### config.mk
export PLATFORM = sky130hd
export DESIGN_NAME = logodds_to_simplex_inverse_top
export DESIGN_NICKNAME = d
export VERILOG_FILES = /design/src/hdl/ltsi_pkg.sv /design/src/hdl/ltsi_mul.sv /design/src/hdl/ltsi_div.sv /design/src/hdl/logodds_to_simplex_inverse_top.sv
export SDC_FILE = /design/constraint.sdc
export NUM_CORES = 2
export LEC_CHECK = 0
export ABC_AREA = 0
export BUFFER_PORTS_ARGS = -buffer_cell sky130_fd_sc_hd__buf_2
export CORE_AREA = 10 10 547 549
export CTS_CLUSTER_DIAMETER = 150
export DETAILED_ROUTE_END_ITERATION = 7
export DIE_AREA = 0 0 557 559
export PLACE_DENSITY = 0.47
export SYNTH_ARGS = -nofsm -noshare
export SYNTH_HDL_FRONTEND = slang
export SYNTH_HIERARCHICAL = 1
export SYNTH_SLANG_ARGS = --single-unit
### constraint.sdc
create_clock -name clk -period 11.5 [get_ports clk]
set_input_delay 2.875 -clock clk [delete_from_list [all_inputs] [get_ports clk]]
set_output_delay 2.875 -clock clk [all_outputs]
set_load 0.005 [all_outputs]
### src/hdl/ltsi_pkg.sv
// Shared types, constants and tables for the stick-breaking simplex transform.
package ltsi_pkg;

  localparam int SIMPLEX_SIZE = 16;

  localparam logic [7:0]  LAST_POS  = 8'(SIMPLEX_SIZE - 2);
  localparam logic [7:0]  M_TOP     = 8'(SIMPLEX_SIZE - 1);
  localparam logic [39:0] LN2_Q30   = 40'd744261118;
  // Reciprocal floor(2^46 / LN2_Q30) for the range reduction estimate.
  localparam logic [16:0] INV_LN2_Q46 = 17'd94548;
  localparam logic [30:0] ONE_Q30   = 31'h4000_0000;
  localparam logic signed [32:0] ONE_Q31 = 33'sh0_8000_0000;
  localparam logic [3:0]  EXP_TERMS = 4'd12;
  localparam logic [5:0]  DIV_STEPS = 6'd32;

  typedef enum logic [3:0] {
    S_IDLE,
    S_NEST,
    S_NCOR,
    S_HMUL,
    S_HREC,
    S_HCOR,
    S_USET,
    S_DSET,
    S_DIVZ,
    S_WGT,
    S_EMIT,
    S_FINAL
  } ltsi_state_t;

  typedef struct packed {
    logic        start;
    logic [61:0] num;
    logic [39:0] den;
  } ltsi_div_req_t;

  typedef struct packed {
    logic        done;
    logic [31:0] quo;
    logic [39:0] rem;
  } ltsi_div_rsp_t;

  // Reciprocal floor(2^32 / i) for the Horner divisors two through twelve.
  function automatic logic [31:0] ltsi_recip(input logic [3:0] i);
    logic [31:0] r;
    case (i)
      4'd2:    r = 32'd2147483648;
      4'd3:    r = 32'd1431655765;
      4'd4:    r = 32'd1073741824;
      4'd5:    r = 32'd858993459;
      4'd6:    r = 32'd715827882;
      4'd7:    r = 32'd613566756;
      4'd8:    r = 32'd536870912;
      4'd9:    r = 32'd477218588;
      4'd10:   r = 32'd429496729;
      4'd11:   r = 32'd390451572;
      4'd12:   r = 32'd357913941;
      default: r = 32'd0;
    endcase
    return r;
  endfunction

endpackage

### src/hdl/ltsi_mul.sv
// Shared 32 by 32 bit multiplier with a registered product.
module ltsi_mul import ltsi_pkg::*; (
  input  logic        clk,
  input  logic [31:0] a,
  input  logic [31:0] b,
  output logic [63:0] p_r
);

  always_ff @(posedge clk) begin
    p_r <= {32'b0, a} * {32'b0, b};
  end

endmodule

### src/hdl/ltsi_div.sv
// Shared restoring divider, one quotient bit per cycle, 32 quotient bits.
module ltsi_div import ltsi_pkg::*; (
  input  logic          clk,
  input  logic          rst_n,
  input  ltsi_div_req_t req,
  output ltsi_div_rsp_t rsp
);

  logic        busy_r;
  logic        done_r;
  logic [5:0]  cnt_r;
  logic [39:0] rem_r;
  logic [31:0] numlo_r;
  logic [31:0] quo_r;
  logic [39:0] den_r;
  logic [40:0] trial;
  logic        qbit;

  assign trial = {rem_r, numlo_r[31]};
  assign qbit  = (trial >= {1'b0, den_r});

  always_ff @(posedge clk) begin
    if (!rst_n) begin
      busy_r <= 1'b0;
      done_r <= 1'b0;
      cnt_r  <= '0;
    end else begin
      done_r <= 1'b0;
      if (req.start) begin
        busy_r  <= 1'b1;
        cnt_r   <= DIV_STEPS;
        rem_r   <= {10'b0, req.num[61:32]};
        numlo_r <= req.num[31:0];
        quo_r   <= '0;
        den_r   <= req.den;
      end else if (busy_r) begin
        rem_r   <= qbit ? 40'(trial - {1'b0, den_r}) : trial[39:0];
        numlo_r <= {numlo_r[30:0], 1'b0};
        quo_r   <= {quo_r[30:0], qbit};
        cnt_r   <= cnt_r - 6'd1;
        if (cnt_r == 6'd1) begin
          busy_r <= 1'b0;
          done_r <= 1'b1;
        end
      end
    end
  end

  assign rsp.done = done_r;
  assign rsp.quo  = quo_r;
  assign rsp.rem  = rem_r;

endmodule

### src/hdl/logodds_to_simplex_inverse_top.sv
// Top level of the stick-breaking simplex transform with its sequencer.
//
// Input channel: one coordinate (signed Q8.24) per item on in_coord_value,
// taken when in_valid is high and in_stall is low. A vector takes
// SIMPLEX_SIZE-1 items. Output channel: one weight (unsigned Q1.31) per item
// with its index; the last item of a vector also yields the leftover stick
// with out_vector_end set, so it gives two output items.
// One item is in work at a time and in_stall is high while it is.
// When the stick is used up an item goes straight to output with a floored
// weight of one LSB. Otherwise it passes a reciprocal multiply and one
// correction step for the range reduction, twelve Horner steps (multiply,
// reciprocal multiply, correction) on the shared multiplier, setup states and
// one 32-step pass of the shared divider for the final reciprocal.
// Results sit in an output register; the next item is accepted while a
// result waits there. When the receiver stalls, the sequencer holds its
// result until the register frees up. Reset starts a new vector with a
// full stick and clears out_valid.
module logodds_to_simplex_inverse_top import ltsi_pkg::*; (
  input  logic        clk,
  input  logic        rst_n,
  input  logic        in_valid,
  output logic        in_stall,
  input  logic [31:0] in_coord_value,
  output logic        out_valid,
  input  logic        out_stall,
  output logic [31:0] out_weight,
  output logic [7:0]  out_weight_index,
  output logic        out_vector_end,
  output logic        out_floor_applied
);

  ltsi_state_t state_r, state_nxt;
  logic signed [32:0] stick_r, stick_nxt;
  logic [7:0]  pos_r, pos_nxt;
  logic [7:0]  m_r, m_nxt;
  logic        yneg_r, yneg_nxt;
  logic [31:0] a_r, a_nxt;
  logic [7:0]  n_r, n_nxt;
  logic [29:0] r_r, r_nxt;
  logic [30:0] p_r, p_nxt;
  logic [3:0]  term_r, term_nxt;
  logic [29:0] t_r, t_nxt;
  logic [30:0] u_r, u_nxt;
  logic [31:0] w_r, w_nxt;
  logic        flr_r, flr_nxt;
  logic        out_valid_r, out_valid_nxt;
  logic [31:0] out_weight_r, out_weight_nxt;
  logic [7:0]  out_index_r, out_index_nxt;
  logic        out_end_r, out_end_nxt;
  logic        out_floor_r, out_floor_nxt;

  logic [31:0] mul_a, mul_b;
  logic [63:0] mul_p;
  ltsi_div_req_t div_req;
  ltsi_div_rsp_t div_rsp;

  logic        out_free;
  logic [32:0] y_abs;
  logic [37:0] r_full;
  logic [29:0] q0, q;
  logic [33:0] prodi, remi;
  logic [30:0] u_c;
  logic [39:0] den_c;
  logic [63:0] wsum;

  ltsi_mul u_mul (
    .clk (clk),
    .a   (mul_a),
    .b   (mul_b),
    .p_r (mul_p)
  );

  ltsi_div u_div (
    .clk   (clk),
    .rst_n (rst_n),
    .req   (div_req),
    .rsp   (div_rsp)
  );

  always_ff @(posedge clk) begin
    if (!rst_n) begin
      state_r     <= S_IDLE;
      stick_r     <= ONE_Q31;
      pos_r       <= '0;
      out_valid_r <= 1'b0;
    end else begin
      state_r     <= state_nxt;
      stick_r     <= stick_nxt;
      pos_r       <= pos_nxt;
      out_valid_r <= out_valid_nxt;
    end
  end

  always_ff @(posedge clk) begin
    m_r          <= m_nxt;
    yneg_r       <= yneg_nxt;
    a_r          <= a_nxt;
    n_r          <= n_nxt;
    r_r          <= r_nxt;
    p_r          <= p_nxt;
    term_r       <= term_nxt;
    t_r          <= t_nxt;
    u_r          <= u_nxt;
    w_r          <= w_nxt;
    flr_r        <= flr_nxt;
    out_weight_r <= out_weight_nxt;
    out_index_r  <= out_index_nxt;
    out_end_r    <= out_end_nxt;
    out_floor_r  <= out_floor_nxt;
  end

  assign out_free = !out_valid_r || !out_stall;
  assign y_abs    = in_coord_value[31] ? (33'd0 - {1'b1, in_coord_value})
                                       : {1'b0, in_coord_value};
  assign r_full   = {a_r, 6'b0} - mul_p[37:0];
  assign q0       = (term_r == 4'd1) ? t_r : mul_p[61:32];
  assign prodi    = {4'b0, q0} * {30'b0, term_r};
  assign remi     = {4'b0, t_r} - prodi;
  assign q        = (remi >= {30'b0, term_r}) ? 30'(q0 + 30'd1) : q0;
  assign u_c      = (n_r >= 8'd31) ? 31'd0 : (p_r >> n_r);
  assign den_c    = yneg_r ? ({9'b0, u_r} + {2'b0, m_r, 30'b0})
                           : ({9'b0, ONE_Q30} + mul_p[39:0]);
  assign wsum     = mul_p + {33'b0, ONE_Q30};

  always_comb begin
    state_nxt      = state_r;
    stick_nxt      = stick_r;
    pos_nxt        = pos_r;
    m_nxt          = m_r;
    yneg_nxt       = yneg_r;
    a_nxt          = a_r;
    n_nxt          = n_r;
    r_nxt          = r_r;
    p_nxt          = p_r;
    term_nxt       = term_r;
    t_nxt          = t_r;
    u_nxt          = u_r;
    w_nxt          = w_r;
    flr_nxt        = flr_r;
    out_valid_nxt  = out_valid_r && out_stall;
    out_weight_nxt = out_weight_r;
    out_index_nxt  = out_index_r;
    out_end_nxt    = out_end_r;
    out_floor_nxt  = out_floor_r;
    mul_a          = '0;
    mul_b          = '0;
    div_req.start  = 1'b0;
    div_req.num    = '0;
    div_req.den    = '0;
    case (state_r)
      S_IDLE: begin
        if (in_valid) begin
          yneg_nxt = in_coord_value[31];
          m_nxt    = M_TOP - pos_r;
          if (stick_r <= 33'sd0) begin
            w_nxt     = 32'd1;
            flr_nxt   = 1'b1;
            state_nxt = S_EMIT;
          end else begin
            a_nxt     = y_abs[31:0];
            mul_a     = y_abs[31:0];
            mul_b     = {15'b0, INV_LN2_Q46};
            state_nxt = S_NEST;
          end
        end
      end
      S_NEST: begin
        n_nxt     = mul_p[47:40];
        mul_a     = {24'b0, mul_p[47:40]};
        mul_b     = LN2_Q30[31:0];
        state_nxt = S_NCOR;
      end
      S_NCOR: begin
        if (r_full >= LN2_Q30[37:0]) begin
          n_nxt = n_r + 8'd1;
          r_nxt = 30'(r_full - LN2_Q30[37:0]);
        end else begin
          r_nxt = r_full[29:0];
        end
        p_nxt     = ONE_Q30;
        term_nxt  = EXP_TERMS;
        state_nxt = S_HMUL;
      end
      S_HMUL: begin
        mul_a     = {2'b0, r_r};
        mul_b     = {1'b0, p_r};
        state_nxt = S_HREC;
      end
      S_HREC: begin
        t_nxt     = mul_p[59:30];
        mul_a     = {2'b0, mul_p[59:30]};
        mul_b     = ltsi_recip(term_r);
        state_nxt = S_HCOR;
      end
      S_HCOR: begin
        p_nxt = ONE_Q30 - {1'b0, q};
        if (term_r == 4'd1) begin
          state_nxt = S_USET;
        end else begin
          term_nxt  = term_r - 4'd1;
          state_nxt = S_HMUL;
        end
      end
      S_USET: begin
        u_nxt     = u_c;
        mul_a     = {24'b0, m_r};
        mul_b     = {1'b0, u_c};
        state_nxt = S_DSET;
      end
      S_DSET: begin
        div_req.start = 1'b1;
        div_req.den   = den_c;
        div_req.num   = yneg_r ? ({u_r, 31'b0} + {23'b0, den_c[39:1]})
                               : ({1'b1, 61'b0} + {23'b0, den_c[39:1]});
        state_nxt     = S_DIVZ;
      end
      S_DIVZ: begin
        if (div_rsp.done) begin
          mul_a     = stick_r[31:0];
          mul_b     = div_rsp.quo;
          state_nxt = S_WGT;
        end
      end
      S_WGT: begin
        w_nxt     = wsum[62:31];
        flr_nxt   = 1'b0;
        state_nxt = S_EMIT;
      end
      S_EMIT: begin
        if (out_free) begin
          out_valid_nxt  = 1'b1;
          out_weight_nxt = w_r;
          out_index_nxt  = pos_r;
          out_end_nxt    = 1'b0;
          out_floor_nxt  = flr_r;
          stick_nxt      = stick_r - $signed({1'b0, w_r});
          if (pos_r < LAST_POS) begin
            pos_nxt   = pos_r + 8'd1;
            state_nxt = S_IDLE;
          end else begin
            state_nxt = S_FINAL;
          end
        end
      end
      S_FINAL: begin
        if (out_free) begin
          out_valid_nxt = 1'b1;
          out_index_nxt = pos_r + 8'd1;
          out_end_nxt   = 1'b1;
          if (stick_r < 33'sd0) begin
            out_weight_nxt = '0;
            out_floor_nxt  = 1'b1;
          end else begin
            out_weight_nxt = stick_r[31:0];
            out_floor_nxt  = 1'b0;
          end
          stick_nxt = ONE_Q31;
          pos_nxt   = '0;
          state_nxt = S_IDLE;
        end
      end
      default: begin
        state_nxt = S_IDLE;
      end
    endcase
  end

  assign in_stall          = (state_r != S_IDLE);
  assign out_valid         = out_valid_r;
  assign out_weight        = out_weight_r;
  assign out_weight_index  = out_index_r;
  assign out_vector_end    = out_end_r;
  assign out_floor_applied = out_floor_r;

`ifndef SYNTHESIS
  a_end_index: assert property (@(posedge clk) disable iff (!rst_n)
    (out_valid && out_vector_end) |-> (out_weight_index == M_TOP))
    else $error("final weight carries the wrong index");

  a_floor_lsb: assert property (@(posedge clk) disable iff (!rst_n)
    (out_valid && !out_vector_end && out_floor_applied) |-> (out_weight == 32'd1))
    else $error("floored weight is not one LSB");

  a_weight_range: assert property (@(posedge clk) disable iff (!rst_n)
    out_valid |-> (out_weight <= 32'h8000_0000))
    else $error("weight above one");

  a_pos_range: assert property (@(posedge clk) disable iff (!rst_n)
    pos_r <= LAST_POS)
    else $error("element position beyond the vector");
`endif

endmodule
**Word level (Yosys, flattened, before mapping)**

Memories as Yosys holds them, arrays and structs flattened. A register that Yosys moved wholly into a read port is not among the register bits.
Index checks and enable logic that the tools add are counted.

- Register bits after elaboration: 511
- Memory bits (read-only): 512
- Input port bits: 36
- Logic and storage cells: 177
- Memories kept: 1

- Add/subtract/negate cells: 18
- Multiply operators: 2
- $lt $le $gt $ge: 7
- Eq/ne operators: 21
- Shifts and indexed selects: 1
- Mux-type cells: 71
- Bitwise operators: 3
- Reductions and logical operators: 24

Memory list:

| memory | depth | width | read ports | clocked after memory_dff | write ports | line | source |
|---|---|---|---|---|---|---|---|
| (name not given) | 16 | 32 | 1 | 1 | 0 | ltsi_pkg.sv:46 | `case (i)` |

Operator list:

| kind | count |
|---|---|
| 2-to-1 mux 32 bit | 13 |
| case mux 32 bit (6 select lines) | 2 |
| case mux 32 bit (2 select lines) | 2 |
| 2-to-1 mux 30 bit | 4 |
| 2-to-1 mux 40 bit | 3 |
| 2-to-1 mux 103 bit | 1 |
| 2-to-1 mux 33 bit | 2 |
| case mux 33 bit (2 select lines) | 1 |
| adder 63 x 31 -> 63 bit, second input constant | 1 |
| multiplier 32 x 32 -> 63 bit | 1 |
| adder 62 x 39 -> 62 bit | 1 |
| adder 62 x 39 -> 62 bit, first input constant | 1 |
| 2-to-1 mux 62 bit | 1 |
| case mux 31 bit (2 select lines) | 1 |
| 2-to-1 mux 8 bit | 6 |
| case mux 4 bit (12 select lines) | 1 |
| case mux 8 bit (2 select lines) | 3 |
| greater-or-equal comparator 41 x 40 -> 1 bit | 1 |
| adder 31 x 40 -> 40 bit, first input constant | 1 |
| subtractor 40 bit | 1 |
| adder 31 x 38 -> 39 bit | 1 |
| greater-or-equal comparator 38 x 30 -> 1 bit, second input constant | 1 |
| subtractor 38 bit | 1 |
| greater-or-equal comparator 34 x 4 -> 1 bit | 1 |
| 43 further kinds | 96 |

**Logic depth before layout (Yosys ltp)**

- Depth in word-level cells: 8
- Mapped depth: 44
- Depth with buffers taken out: 38

**Hierarchy**

The synthesis kept the hierarchy.

By module, submodules not included:

| module | instances | cells an instance | area each (sq um) | seq. area each (sq um) |
|---|---|---|---|---|
| ltsi_mul | 1 | 3,734 | 34,581.9 | 1,281.2 |
| logodds_to_simplex_inverse_top | 1 | 3,320 | 28,553.6 | 8,848.5 |
| ltsi_div | 1 | 745 | 8,454.4 | 4,484.3 |

**Worst setup path before layout**

OpenSTA, ideal clock, no wires.

- Path kind: input-to-reg
- Start: input port in_coord_value[4]
- End: register u_mul.p_r[57]
- Library setup time: 0.086 ns
- Arrival time: 12.236 ns
- Path slack: -0.821 ns
- Stages: 35
- Buffers on the path: 1
- Path through: or3_1 > or3_1 > nand2b_1 > or2_2 > or3_1 > or2_2 > o31a_1 > xor2_1 > nand2_1 > nand2_1 > clkbuf_1 > nand2_1 > fa_1 > inv_1 > fa_1 > fa_1 > inv_1 > fa_1 > inv_1 > fa_1 > fa_1 > fa_1 > inv_1 > fa_1 > inv_1 > ha_1 > inv_1 > o21bai_1 > a21oi_1 > o211ai_1 > o21a_1 > o311a_1 > nor3_2 > mux2_2 > a211oi_1

- Longest elaborated chain between the ends: 6

RTL lines:

| item | line | source |
|---|---|---|
| start: declaration | logodds_to_simplex_inverse_top.sv:23 | `input logic [31:0] in_coord_value,` |
| subtractor 1 x 32 -> 32 bit | logodds_to_simplex_inverse_top.sv:113 | `assign y_abs = in_coord_value[31] ? (33'd0 - {1'b1, in_coord_value})` |
| 2-to-1 mux 32 bit | logodds_to_simplex_inverse_top.sv:113 |  |
| net y_abs[29] | logodds_to_simplex_inverse_top.sv:58 | `logic [32:0] y_abs;` |
| 2-to-1 mux 32 bit | logodds_to_simplex_inverse_top.sv:155 | `if (stick_r <= 33'sd0) begin` |
| 2-to-1 mux 32 bit | logodds_to_simplex_inverse_top.sv:152 | `if (in_valid) begin` |
| case mux 32 bit (6 select lines) | logodds_to_simplex_inverse_top.sv:150 | `case (state_r)` |
| net mul_a[29] | logodds_to_simplex_inverse_top.sv:52 | `logic [31:0] mul_a, mul_b;` |
| multiplier 32 x 32 -> 63 bit | ltsi_mul.sv:10 | `p_r <= {32'b0, a} * {32'b0, b};` |
| end signal: assignment | ltsi_mul.sv:10 |  |
| end: declaration | ltsi_mul.sv:6 | `output logic [63:0] p_r` |

The timed path passes the listed nets, and every way through them passes these cells.
A chain may end at the register's enable or synchronous reset.

**Worst setup path in the final report**

- Start: input port in_coord_value[4]
- End: register u_mul.p_r[60]

The elaborated chain is that of the path after synthesis.

==> impl_metrics.json <==
{
  "relSlewSlack_pct": 9.28,
  "postRouteWirelength_mm": 254,
  "maxCapViolCount": 0,
  "yosys_warnings": 6,
  "root_buffer_master": "sky130_fd_sc_hd__clkbuf_16",
  "io_pins": 80,
  "global_route_wire_length_before_repair_mm": 383,
  "max_clock_freq_ghz": 0.0872,
  "tritoncts.num_buffers": 61,
  "drt_drc_violations_left": 0,
  "utilization_pct": 28.9,
  "gr-usage-all-layers_pct": 15.8,
  "floorplan.initialDensity_pct": 24.9,
  "floorplan.die.width_um": 557,
  "final_layout_size_suffix_gt1_share_pct": 12.7,
  "design.die.area_sq_mm": 0.311,
  "report.final.hold_viol_count": 0,
  "crit_path_start_kind": "input port",
  "critPathCaptureType": "flop",
  "postCtsHoldBufs": 0,
  "grt_antenna_before_repair": 10,
  "avgViaCountPerCell": 4.80,
  "rsz0062_at_grt": "yes",
  "min_path_type": "flop to flop",
  "critical_path.slowest_cell": "sky130_fd_sc_hd__fa_1",
  "dp_cells": 11743,
  "fin_worst_skew_ns": 0.0762,
  "post-route-cell-area_sq_mm": 0.0832,
  "synth.net_count": 9253,
  "critPathMostFrequentCell": "sky130_fd_sc_hd__fa_1",
  "post_synth_inst_count": 7788,
  "data_arrival_time_of_the_critical_path_ns": 12.03,
  "n_fill_cell": 30274,
  "min_period_ns": 11.47,
  "placedInstanceArea_sq_mm": 0.0799,
  "result_of_the_run": "complete, no violations",
  "design.core.area_sq_mm": 0.288,
  "h-tree-depth": 2,
  "clk_pin_slew_worst_paths_ns": 0.06,
  "area_growth_syn_to_layout_pct": 16.4,
  "cts_tree": "built",
  "clkSinkCount": 532,
  "layout.cells.non_filler": 11895,
  "finalSetupTns_ns": 0,
  "worst-slew-pin-transition_ns": 1.35,
  "clock_latency_on_the_worst_skew_pair_ns": 0.71,
  "globalRouteOverflowTotal": 0,
  "firstDrtPassIters": 6,
  "die_h_um": 559,
  "crit_type": "input port to flop",
  "critical_path.max_stage_delay_ns": 0.62,
  "cts-root-to-sink-buffers": 3,
  "timing.critical_path.fanout_max": 4,
  "wl_per_cell_um": 21.4,
  "setup_violations": 0,
  "grt_start_max_net_pins": 71,
  "timing.critical_path.required_ns": 12.06,
  "num_rows": 197,
  "final_net_count": 9523,
  "maxSlewViolCount": 0,
  "dr.first_iter.drc_count": 4542,
  "synth.cell_area_sq_mm": 0.0715,
  "ant_nets": 0,
  "via_count": 57087,
  "hpwl_mm": 201,
  "postSynthAreaPerCell_sq_um": 9.18,
  "vias_in_the_first_global_route": 59591,
  "routabilityCongestion": 0.903,
  "io_buffer_count": 79,
  "finalCritPeriodShare_pct": 99.7
}
-- registers in the layout, summed over array words and instances (netlist names), 6 cells and up, named ones only --
| register | cells |
|---|---|
| m_r | 8 |
| u_div/numlo_r | 32 |
| w_r | 32 |
| u_div/quo_r | 32 |
| u_div/rem_r | 40 |
| stick_r | 33 |
| n_r | 8 |
| r_r | 30 |
| u_div/cnt_r | 6 |
| out_weight_index | 8 |
| pos_r | 8 |
| out_weight | 32 |
| u_div/den_r | 40 |
| t_r | 30 |
| u_r | 31 |
| p_r | 31 |
| u_mul/p_r | 63 |
| a_r | 32 |
-- final timing paths --
check                         to  slack [ns]              start  cells after the start
hold / removal    u_div/cnt_r[1]        0.50     u_div/cnt_r[1]                      2
setup / recovery   u_mul/p_r[60]        0.03  in_coord_value[4]                     37
setup reg to reg   u_mul/p_r[57]        0.84             n_r[0]                     33
hold reg to reg   u_div/cnt_r[1]        0.50     u_div/cnt_r[1]                      2
-- metrics by stage --
| step | hold slack [ns] | setup WS [ns] |
|---|---|---|
| 4_1_cts | 0.500 | -0.0325 |
| 5_1_grt | 0.530 | -0.227 |
| 6_report | 0.501 | 0.0306 |
| 3_5_place_dp | 0.492 | -1.20 |
| 2_1_floorplan | 0.406 | -0.220 |
| 3_3_place_gp | 0.478 | -1.19 |
-- metal layers --
layer	GRT usage (%)	vias to the layer above	wire length (um)
met5	0	-	0
met4	3.24	0	5810
met3	1.48	266	12800
met2	26.8	1499	121000
met1	21.8	29392	114000
li1	-	25930	-
-- placed cells by master, fill, tap and decap left out, drive strengths merged, types with 81 or more instances in the layout --
| cell | count |
|---|---|
| inv | 1211 |
| fa | 983 |
| nand2 | 875 |
| and2 | 641 |
| buf | 628 |
| ha | 446 |
| edfxtp | 394 |
| nor2 | 385 |
| a21oi | 268 |
| o21ai | 231 |
| xnor2 | 171 |
| xor2 | 153 |
| dfxtp | 138 |
| nand3 | 117 |
| nor2b | 104 |
| nor3 | 96 |
| mux2i | 94 |
| a21o | 94 |
| clkbuf | 81 |
-- critical path, delay by kind of cell --
family / cells / cell delay [ns]
AOI/OAI and AO/OA: 9 / 1.56
xor gates and xnor gates: 1 / 0.19
adders and majority gates: 9 / 4.30
buffers and inverters: 8 / 0.77
and+or+nand+nor: 10 / 2.30
-- final cells by class --
class / count / area, sq um / share of cell area, %
Multi-Input combinational cell: 5625 / 51700 / 62.1
Tap cell: 3781 / 4730 / 5.68
Sequential cell: 532 / 14600 / 17.5
Antenna cell: 3 / 7.51 / 0.00902
Clock inverter: 36 / 524 / 0.630
Clock buffer: 80 / 1690 / 2.03
Timing Repair Buffer: 629 / 5440 / 6.54
Inverter: 1209 / 4540 / 5.46
-- repair_timing --
item / CTS / global route
resized for setup: 39 / 121
gates cloned: 0 / 1
buffers inserted: 5 / 27
pin swaps: 14 / 85
endpoints found under the setup margin: 14 / 20
Power is left out: the tool's default activity adds up to more than one toggle a clock period on the data nets, which glitch-free logic cannot reach.
